`config.mk`:
```
export PLATFORM = sky130hd
export DESIGN_NAME = fit_partition_allocator
export DESIGN_NICKNAME = d
export VERILOG_FILES = /design/src/fpa_pkg.sv /design/src/fit_partition_allocator.sv /design/src/fpa_ram.sv /design/src/fpa_scan.sv
export SDC_FILE = /design/constraint.sdc
export NUM_CORES = 1
export LEC_CHECK = 0
export ABC_AREA = 0
export BUFFER_PORTS_ARGS = -buffer_cell sky130_fd_sc_hd__buf_2
export CORE_UTILIZATION = 50
export DETAILED_ROUTE_END_ITERATION = 10
export PLACE_DENSITY = 0.69
export SETUP_SLACK_MARGIN = 0.15
export SLEW_MARGIN = 20
export SYNTH_ARGS = -nofsm -noshare
export SYNTH_HDL_FRONTEND = slang
export SYNTH_HIERARCHICAL = 1
export SYNTH_SLANG_ARGS = --single-unit
```
`constraint.sdc`:
```
create_clock -name clk -period 11.38 [get_ports clk]
set_input_delay 2.845 -clock clk [delete_from_list [all_inputs] [get_ports clk]]
set_output_delay 2.845 -clock clk [all_outputs]
set_load 0.005 [all_outputs]
```
`src/fpa_pkg.sv`:
```
`default_nettype none
package fpa_pkg;

	localparam int ACTIVE_W = 5;
	localparam int PIDX_W   = 4;
	localparam int FIELD_W  = 24;
	localparam int CFG_IDX_W = 1;

	localparam logic [CFG_IDX_W-1:0] REG_FIT_POLICY = 1'd0;
	localparam logic [CFG_IDX_W-1:0] REG_ACTIVE     = 1'd1;

	localparam logic [ACTIVE_W-1:0] ACTIVE_RESET = 5'd16;

	localparam logic ACT_LOAD     = 1'b0;
	localparam logic ACT_ALLOCATE = 1'b1;

	localparam logic POLICY_FIRST = 1'b0;
	localparam logic POLICY_BEST  = 1'b1;

	typedef enum logic [1:0] {
		ST_IDLE,
		ST_SCAN,
		ST_DONE
	} scan_state_t;

	typedef struct packed {
		logic               done;
		logic               granted;
		logic [PIDX_W-1:0]  chosen_partition;
		logic [FIELD_W-1:0] remaining_size;
	} fpa_result_t;

endpackage
`default_nettype wire

```
`src/fit_partition_allocator.sv`:
```
`default_nettype none
// Partition allocator with first-fit and best-fit placement.
// Command channel: start with action, partition_index and size_value is taken
// at a clock edge where busy is low. A load beat writes one partition's free
// size at that edge and gives no result; busy stays low, so loads go every cycle.
// An allocate beat scans active partitions 0 .. min(active_partitions,
// NUM_PARTITIONS)-1, one RAM read per cycle. The result (granted,
// chosen_partition, remaining_size) is shown for one cycle with done high
// once the scan ends; the chosen partition is written back in that same cycle.
// After an allocate busy stays high, so no new beat is taken, through the reads
// on the single RAM read port, the last compare, a drain step and the done and
// write-back state; the next beat is taken once the scan is back in idle.
// Config channel: cfg_valid/cfg_ready with cfg_index (0 fit_policy,
// 1 active_partitions) and cfg_data; cfg_ready is always high. Write while idle.
// Reset: fit_policy first fit, 16 active partitions, scan idle. Partition sizes
// are not cleared and must be loaded before they are scanned.
// done is a strobe; the receiver takes each result in its cycle and cannot stall.
module fit_partition_allocator #(
	parameter int NUM_PARTITIONS = 16,
	parameter int SIZE_BITS = 24
) (
	input  wire logic                                  clk,
	input  wire logic                                  arst_n,
	input  wire logic                                  start,
	output logic                                       busy,
	input  wire logic                                  action,
	input  wire logic [fpa_pkg::PIDX_W-1:0]            partition_index,
	input  wire logic [fpa_pkg::FIELD_W-1:0]           size_value,
	output logic                                       done,
	output logic                                       granted,
	output logic      [fpa_pkg::PIDX_W-1:0]            chosen_partition,
	output logic      [fpa_pkg::FIELD_W-1:0]           remaining_size,
	input  wire logic                                  cfg_valid,
	output logic                                       cfg_ready,
	input  wire logic [fpa_pkg::CFG_IDX_W-1:0]         cfg_index,
	input  wire logic [fpa_pkg::ACTIVE_W-1:0]          cfg_data
);

	import fpa_pkg::*;

	localparam int IDX_W = (NUM_PARTITIONS > 1) ? $clog2(NUM_PARTITIONS) : 1;
	localparam int CNT_W = $clog2(NUM_PARTITIONS + 1);
	localparam int CMP_W = (CNT_W > ACTIVE_W) ? CNT_W : ACTIVE_W;

	logic                fit_policy_q;
	logic [ACTIVE_W-1:0] active_q;

	logic [CMP_W-1:0]     active_ext;
	logic [CMP_W-1:0]     pidx_ext;
	logic [CNT_W-1:0]     count;
	logic                 accept;
	logic                 load_we;
	logic                 go;
	logic [SIZE_BITS-1:0] size_in;

	logic                 scan_busy;
	logic                 rd_en;
	logic [IDX_W-1:0]     rd_addr;
	logic [SIZE_BITS-1:0] rd_data;
	logic                 wb_en;
	logic [IDX_W-1:0]     wb_addr;
	logic [SIZE_BITS-1:0] wb_data;
	fpa_result_t          res;

	logic                 ram_we;
	logic [IDX_W-1:0]     ram_waddr;
	logic [SIZE_BITS-1:0] ram_wdata;

	assign cfg_ready = 1'b1;

	always_ff @(posedge clk or negedge arst_n) begin
		if (!arst_n) begin
			fit_policy_q <= POLICY_FIRST;
			active_q     <= ACTIVE_RESET;
		end else if (cfg_valid && cfg_ready) begin
			unique case (cfg_index)
				REG_FIT_POLICY: fit_policy_q <= cfg_data[0];
				REG_ACTIVE:     active_q     <= cfg_data;
				default: begin
				end
			endcase
		end
	end

	assign active_ext = CMP_W'(active_q);
	assign pidx_ext   = CMP_W'(partition_index);
	assign count = (active_ext > CMP_W'(NUM_PARTITIONS)) ? CNT_W'(NUM_PARTITIONS)
		: CNT_W'(active_ext);

	assign size_in = SIZE_BITS'(size_value);
	assign accept  = start && !busy;
	assign load_we = accept && (action == ACT_LOAD) && (pidx_ext < CMP_W'(NUM_PARTITIONS));
	assign go      = accept && (action == ACT_ALLOCATE);

	assign ram_we    = load_we || wb_en;
	assign ram_waddr = wb_en ? wb_addr : pidx_ext[IDX_W-1:0];
	assign ram_wdata = wb_en ? wb_data : size_in;

	fpa_ram #(
		.WIDTH(SIZE_BITS),
		.DEPTH(NUM_PARTITIONS)
	) u_ram (
		.clk  (clk),
		.we   (ram_we),
		.waddr(ram_waddr),
		.wdata(ram_wdata),
		.re   (rd_en),
		.raddr(rd_addr),
		.rdata(rd_data)
	);

	fpa_scan #(
		.NUM_PARTITIONS(NUM_PARTITIONS),
		.SIZE_BITS(SIZE_BITS)
	) u_scan (
		.clk     (clk),
		.arst_n  (arst_n),
		.go      (go),
		.policy  (fit_policy_q),
		.count   (count),
		.req_size(size_in),
		.rd_data (rd_data),
		.busy    (scan_busy),
		.rd_en   (rd_en),
		.rd_addr (rd_addr),
		.wr_en   (wb_en),
		.wr_addr (wb_addr),
		.wr_data (wb_data),
		.res     (res)
	);

	assign busy             = scan_busy;
	assign done             = res.done;
	assign granted          = res.done && res.granted;
	assign chosen_partition = res.chosen_partition;
	assign remaining_size   = res.remaining_size;

endmodule
`default_nettype wire

```
`src/fpa_ram.sv`:
```
`default_nettype none
module fpa_ram #(
	parameter int WIDTH = 24,
	parameter int DEPTH = 16,
	parameter int ADDR_W = (DEPTH > 1) ? $clog2(DEPTH) : 1
) (
	input  wire logic              clk,
	input  wire logic              we,
	input  wire logic [ADDR_W-1:0] waddr,
	input  wire logic [WIDTH-1:0]  wdata,
	input  wire logic              re,
	input  wire logic [ADDR_W-1:0] raddr,
	output logic      [WIDTH-1:0]  rdata
);

	logic [WIDTH-1:0] mem_q [DEPTH];

	always_ff @(posedge clk) begin
		if (we) begin
			mem_q[waddr] <= wdata;
		end
		if (re) begin
			rdata <= mem_q[raddr];
		end
	end

endmodule
`default_nettype wire

```
`src/fpa_scan.sv`:
```
`default_nettype none
module fpa_scan #(
	parameter int NUM_PARTITIONS = 16,
	parameter int SIZE_BITS = 24,
	parameter int IDX_W = (NUM_PARTITIONS > 1) ? $clog2(NUM_PARTITIONS) : 1,
	parameter int CNT_W = $clog2(NUM_PARTITIONS + 1)
) (
	input  wire logic                 clk,
	input  wire logic                 arst_n,
	input  wire logic                 go,
	input  wire logic                 policy,
	input  wire logic [CNT_W-1:0]     count,
	input  wire logic [SIZE_BITS-1:0] req_size,
	input  wire logic [SIZE_BITS-1:0] rd_data,
	output logic                      busy,
	output logic                      rd_en,
	output logic      [IDX_W-1:0]     rd_addr,
	output logic                      wr_en,
	output logic      [IDX_W-1:0]     wr_addr,
	output logic      [SIZE_BITS-1:0] wr_data,
	output fpa_pkg::fpa_result_t      res
);

	import fpa_pkg::*;

	scan_state_t state_q, state_d;

	logic [CNT_W-1:0]     rd_cnt_q;
	logic [CNT_W-1:0]     count_q;
	logic [SIZE_BITS-1:0] size_q;
	logic                 policy_q;
	logic                 valid_s1;
	logic [IDX_W-1:0]     idx_s1;
	logic                 found_q;
	logic [IDX_W-1:0]     pick_q;
	logic [SIZE_BITS-1:0] best_q;

	logic                 fits;
	logic [SIZE_BITS-1:0] left;
	logic                 take;

	function automatic logic req_size_ok(input logic [SIZE_BITS-1:0] avail,
		input logic [SIZE_BITS-1:0] req);
		return req <= avail;
	endfunction

	always_comb begin
		state_d = state_q;
		unique case (state_q)
			ST_IDLE: begin
				if (go) begin
					state_d = ST_SCAN;
				end
			end
			ST_SCAN: begin
				if (rd_cnt_q == count_q && !valid_s1) begin
					state_d = ST_DONE;
				end
			end
			ST_DONE: begin
				state_d = ST_IDLE;
			end
			default: begin
				state_d = ST_IDLE;
			end
		endcase
	end

	always_comb begin
		busy  = (state_q != ST_IDLE);
		rd_en = (state_q == ST_SCAN) && (rd_cnt_q != count_q);
		wr_en = (state_q == ST_DONE) && found_q;
		res.done             = (state_q == ST_DONE);
		res.granted          = found_q;
		res.chosen_partition = found_q ? PIDX_W'(pick_q) : '0;
		res.remaining_size   = found_q ? FIELD_W'(best_q) : '0;
	end

	assign rd_addr = rd_cnt_q[IDX_W-1:0];
	assign wr_addr = pick_q;
	assign wr_data = best_q;

	assign fits = (req_size_ok(rd_data, size_q));
	assign left = rd_data - size_q;
	assign take = valid_s1 && fits &&
		(!found_q || (policy_q == POLICY_BEST && left < best_q));

	always_ff @(posedge clk or negedge arst_n) begin
		if (!arst_n) begin
			state_q  <= ST_IDLE;
			rd_cnt_q <= '0;
			valid_s1 <= 1'b0;
			found_q  <= 1'b0;
		end else begin
			state_q  <= state_d;
			valid_s1 <= rd_en;
			if (go && state_q == ST_IDLE) begin
				rd_cnt_q <= '0;
				found_q  <= 1'b0;
			end else begin
				if (rd_en) begin
					rd_cnt_q <= rd_cnt_q + 1'b1;
				end
				if (take) begin
					found_q <= 1'b1;
				end
			end
		end
	end

	always_ff @(posedge clk) begin
		if (go && state_q == ST_IDLE) begin
			count_q  <= count;
			size_q   <= req_size;
			policy_q <= policy;
		end
		idx_s1 <= rd_addr;
		if (take) begin
			pick_q <= idx_s1;
			best_q <= left;
		end
	end

`ifndef SYNTHESIS
	a_cnt_bound: assert property (@(posedge clk) disable iff (!arst_n)
		(state_q != ST_IDLE) |-> (rd_cnt_q <= count_q))
		else $error("scan read count past active count");

	a_done_pulse: assert property (@(posedge clk) disable iff (!arst_n)
		res.done |=> !res.done)
		else $error("result strobe longer than one cycle");

	a_pick_active: assert property (@(posedge clk) disable iff (!arst_n)
		(res.done && res.granted) |-> (CNT_W'(pick_q) < count_q))
		else $error("granted partition outside active range");

	a_first_hold: assert property (@(posedge clk) disable iff (!arst_n)
		(state_q == ST_SCAN && found_q && policy_q == POLICY_FIRST) |=> $stable(pick_q))
		else $error("first fit choice changed after a hit");
`endif

endmodule
`default_nettype wire
```
==> flow_metrics.env <==
export IMPL_status="finished, final reports clean"
export IMPL_power_density_mw_per_mm2=248
export IMPL_synthAdderAreaFrac=0.0308
export IMPL_syn_num_nets=1197
export IMPL_grt_pass1_wl_um=67100
export IMPL_vias_per_cell=6.00
export IMPL_path_clk_slew_ps=60
export IMPL_yosysUniqueCellTypes=58
export IMPL_overflow=0
export IMPL_crit_type="reg -> reg"
export IMPL_syn_area_sq_mm=0.0202
export IMPL_core_rowCount=73
export IMPL_mostFrequentLayoutCells="edfxtp_1, mux4_2, buf_2"
export IMPL_wl_um=45000
export IMPL_gp_congestion=0.886
export IMPL_synth_edff_count=466
export IMPL_antenna_found_initial=0
export IMPL_synth_compound_area_frac=0.0479
export IMPL_antenna_left=0
export IMPL_start_util=0.508
export IMPL_arrival_ps=5840
export IMPL_cts_htree_levels=2
export IMPL_synth_mux_area_frac=0.128
export IMPL_seq_area_frac_synth=0.717
export IMPL_tritoncts="done"
export IMPL_die_area_sq_mm=0.0411
export IMPL_hold_viol=0
export IMPL_p_leak_uw=0.00787
export IMPL_die_w_um=203
export IMPL_synth_flop_cell="edfxtp_1"
export IMPL_async_flop_share=0.0309
export IMPL_total_power_uw=5650
export IMPL_grt_max_degree=57
export IMPL_syn_inst=1109
export IMPL_drive_above_1_share=0.266
export IMPL_worstSetupEndpointType="register"
export IMPL_rsz0062_at_grt="false"
export IMPL_drc=0
export IMPL_irDropWorstVdd_v=0.000105
export IMPL_crit_fanout=20
export IMPL_worst_pin_slew_ps=974
export IMPL_slew_violations=0
export IMPL_max_cap_violations=0
export IMPL_hold_class="reg -> reg"
export IMPL_syn2layout_area_growth_pct=12.8
export IMPL_clk_latency_ps=590
export IMPL_relSlewSlack=0.349
export IMPL_vias=10600
export IMPL_final_setup_viol_count=0
export IMPL_fp_dieH_um=203
export IMPL_clockRootBuffer="clkbuf_16"
export IMPL_io_pins=71
export IMPL_nets=1287
export IMPL_cts_buffers=47
export IMPL_synth_seq_cells=485
export IMPL_cts_hold_buffers=0
export IMPL_postLayoutCoreUtil=0.573
export IMPL_drt_iter0_markers=963
export IMPL_io_buffers=69
export IMPL_postCtsSetupBuffers=0
export IMPL_wire_per_inst_um=25.5
export IMPL_max_freq_mhz=181
export IMPL_yosys_area_share_simple=0.0386
export IMPL_post_cts_resized=0
export IMPL_synth_top_family_by_area="multiplexers"
export IMPL_mostFrequentLayoutCell="edfxtp_1"
export IMPL_core_area_sq_mm=0.0397
export IMPL_period_needed_ps=5510
export IMPL_setup_tns_ps=0
export IMPL_skew_ps=12.1
export IMPL_cts_sinks=485
export IMPL_fin_crit_sh=0.484
export IMPL_track_usage=0.224
export IMPL_clock_path_buffers=3
export IMPL_dr_pass1_iters=5
export IMPL_cp_start_kind="register"
export IMPL_holdWs_ps=404
export IMPL_syn_area_per_cell_sq_um=18.2
export IMPL_yosys_warnings=6
export IMPL_required_ps=11710
export IMPL_fill_cells=2969
export IMPL_grt_pass1_vias=10600
export IMPL_dp_hpwl_um=27000
export IMPL_synth_xor_area_frac=0.0135
## worst max-delay path, cell delays in order, from the launching register on
cell and delay [ps]:
edfxtp_1 360, inv_1 70, ha_1 160, inv_1 50, fa_1 390, a21o_1 190
a211o_2 350, a21oi_4 190, o41ai_2 160, a221oi_2 410, o21ai_2 90, xor2_1 170
ha_1 300, nand3_1 90, nor4_1 730, o2111ai_1 280, a211oi_1 660, nor3_2 270
buf_4 300
## sequential cells by signal, indices dropped and copies added, names as in the netlist, 2 cells and up
signal and count:
active_ext 5, u_scan/state_q 2, u_scan/count_q 5, u_scan/idx_s1 4, u_scan/wr_data 24, u_ram/rdata 24
u_scan/rd_cnt_q 5, u_scan/wr_addr 4, u_scan/size_q 24, u_ram/mem_q 384
## cell families after synthesis
| logic type | Yosys count |
|---|---|
| AND/OR/NAND/NOR | 167 |
| adder cells (fa/ha/maj) | 49 |
| multiplexers | 131 |
| XOR/XNOR | 31 |
| buffers and inverters | 106 |
| other | 1 |
| AO/OA/AOI/OAI | 139 |
| flip-flops | 485 |
## final timing paths
check | startpoint | to | slack, ps | cells past startpoint
min in group asynchronous | arst_n | u_scan/found_q | 2160 | 1
hold / removal | u_scan/idx_s1[1] | u_scan/wr_addr[1] | 400 | 0
setup / recovery | u_ram/rdata[0] | u_scan/wr_data[5] | 5870 | 18
max in group asynchronous | arst_n | active_ext[4] | 8910 | 1
setup reg to reg | u_ram/rdata[0] | u_scan/wr_data[5] | 5870 | 18
hold reg to reg | u_scan/idx_s1[1] | u_scan/wr_addr[1] | 400 | 0
## synth_stat cells, types with 2 or more instances
cell | number | area share
or2_1 | 2 | 0.00062
clkbuf_1 | 26 | 0.0048
mux2_4 | 9 | 0.0067
mux2_2 | 25 | 0.014
a211oi_1 | 3 | 0.0011
o21bai_1 | 2 | 0.00074
ha_1 | 48 | 0.030
inv_1 | 55 | 0.010
nor2b_1 | 10 | 0.0031
buf_2 | 11 | 0.0027
buf_4 | 6 | 0.0022
xnor2_1 | 15 | 0.0065
nand4_1 | 9 | 0.0028
o21ai_0 | 14 | 0.0035
mux4_2 | 96 | 0.11
nand2_1 | 45 | 0.0084
nor2_1 | 56 | 0.010
nand3b_1 | 2 | 0.00074
and3_1 | 2 | 0.00062
and2_1 | 10 | 0.0031
o21ai_1 | 3 | 0.00074
a22oi_1 | 49 | 0.018
a21oi_1 | 28 | 0.0069
o21a_1 | 4 | 0.0015
a21o_1 | 15 | 0.0056
edfxtp_1 | 466 | 0.69
nor3_1 | 9 | 0.0022
buf_6 | 7 | 0.0039
a31oi_1 | 7 | 0.0022
o2111ai_1 | 2 | 0.00087
nand3_1 | 10 | 0.0025
dfxtp_1 | 4 | 0.0040
nand2b_1 | 6 | 0.0019
xor2_1 | 16 | 0.0069
dfrtp_1 | 14 | 0.017
## routing by layer
layer / global-route usage / wire length (um) / share of wire
met1: 0.316 / 19000 / 0.42
met2: 0.361 / 22100 / 0.49
met3: 0.0390 / 2840 / 0.063
met4: 0.0639 / 1020 / 0.023
met5: 0 / 0 / 0
## cell type report
class	instances	area [sq um]	share of cell area
multi-input combinational	518	5340	0.234
timing repair buffer	91	551	0.0242
antenna	1	2.50	0.000110
inverter	56	210	0.00924
clock inverter	35	344	0.0151
sequential	485	14500	0.635
clock buffer	53	1200	0.0527
tap	525	657	0.0289
## power by group
group,internal [uW],leakage (uW),switching [uW],total [uW]
registers,2170,0.00443,158,2330
logic,771,0.00269,992,1760
clock network,881,0.000749,679,1560
total,3820,0.00787,1830,5650
## metrics by stage
stage | worst slack, ps | instance area, sq um | std cells
finish | 5870 | 22800 | 1764
global route | 5700 | 22800 | 1763
CTS | 5800 | 22700 | 1762
detailed placement | 5840 | 21200 | 1674
global placement | 5870 | 21200 | 1673
floorplan | 5630 | 20200 | 1109
Power figures use the tool's default switching activity.
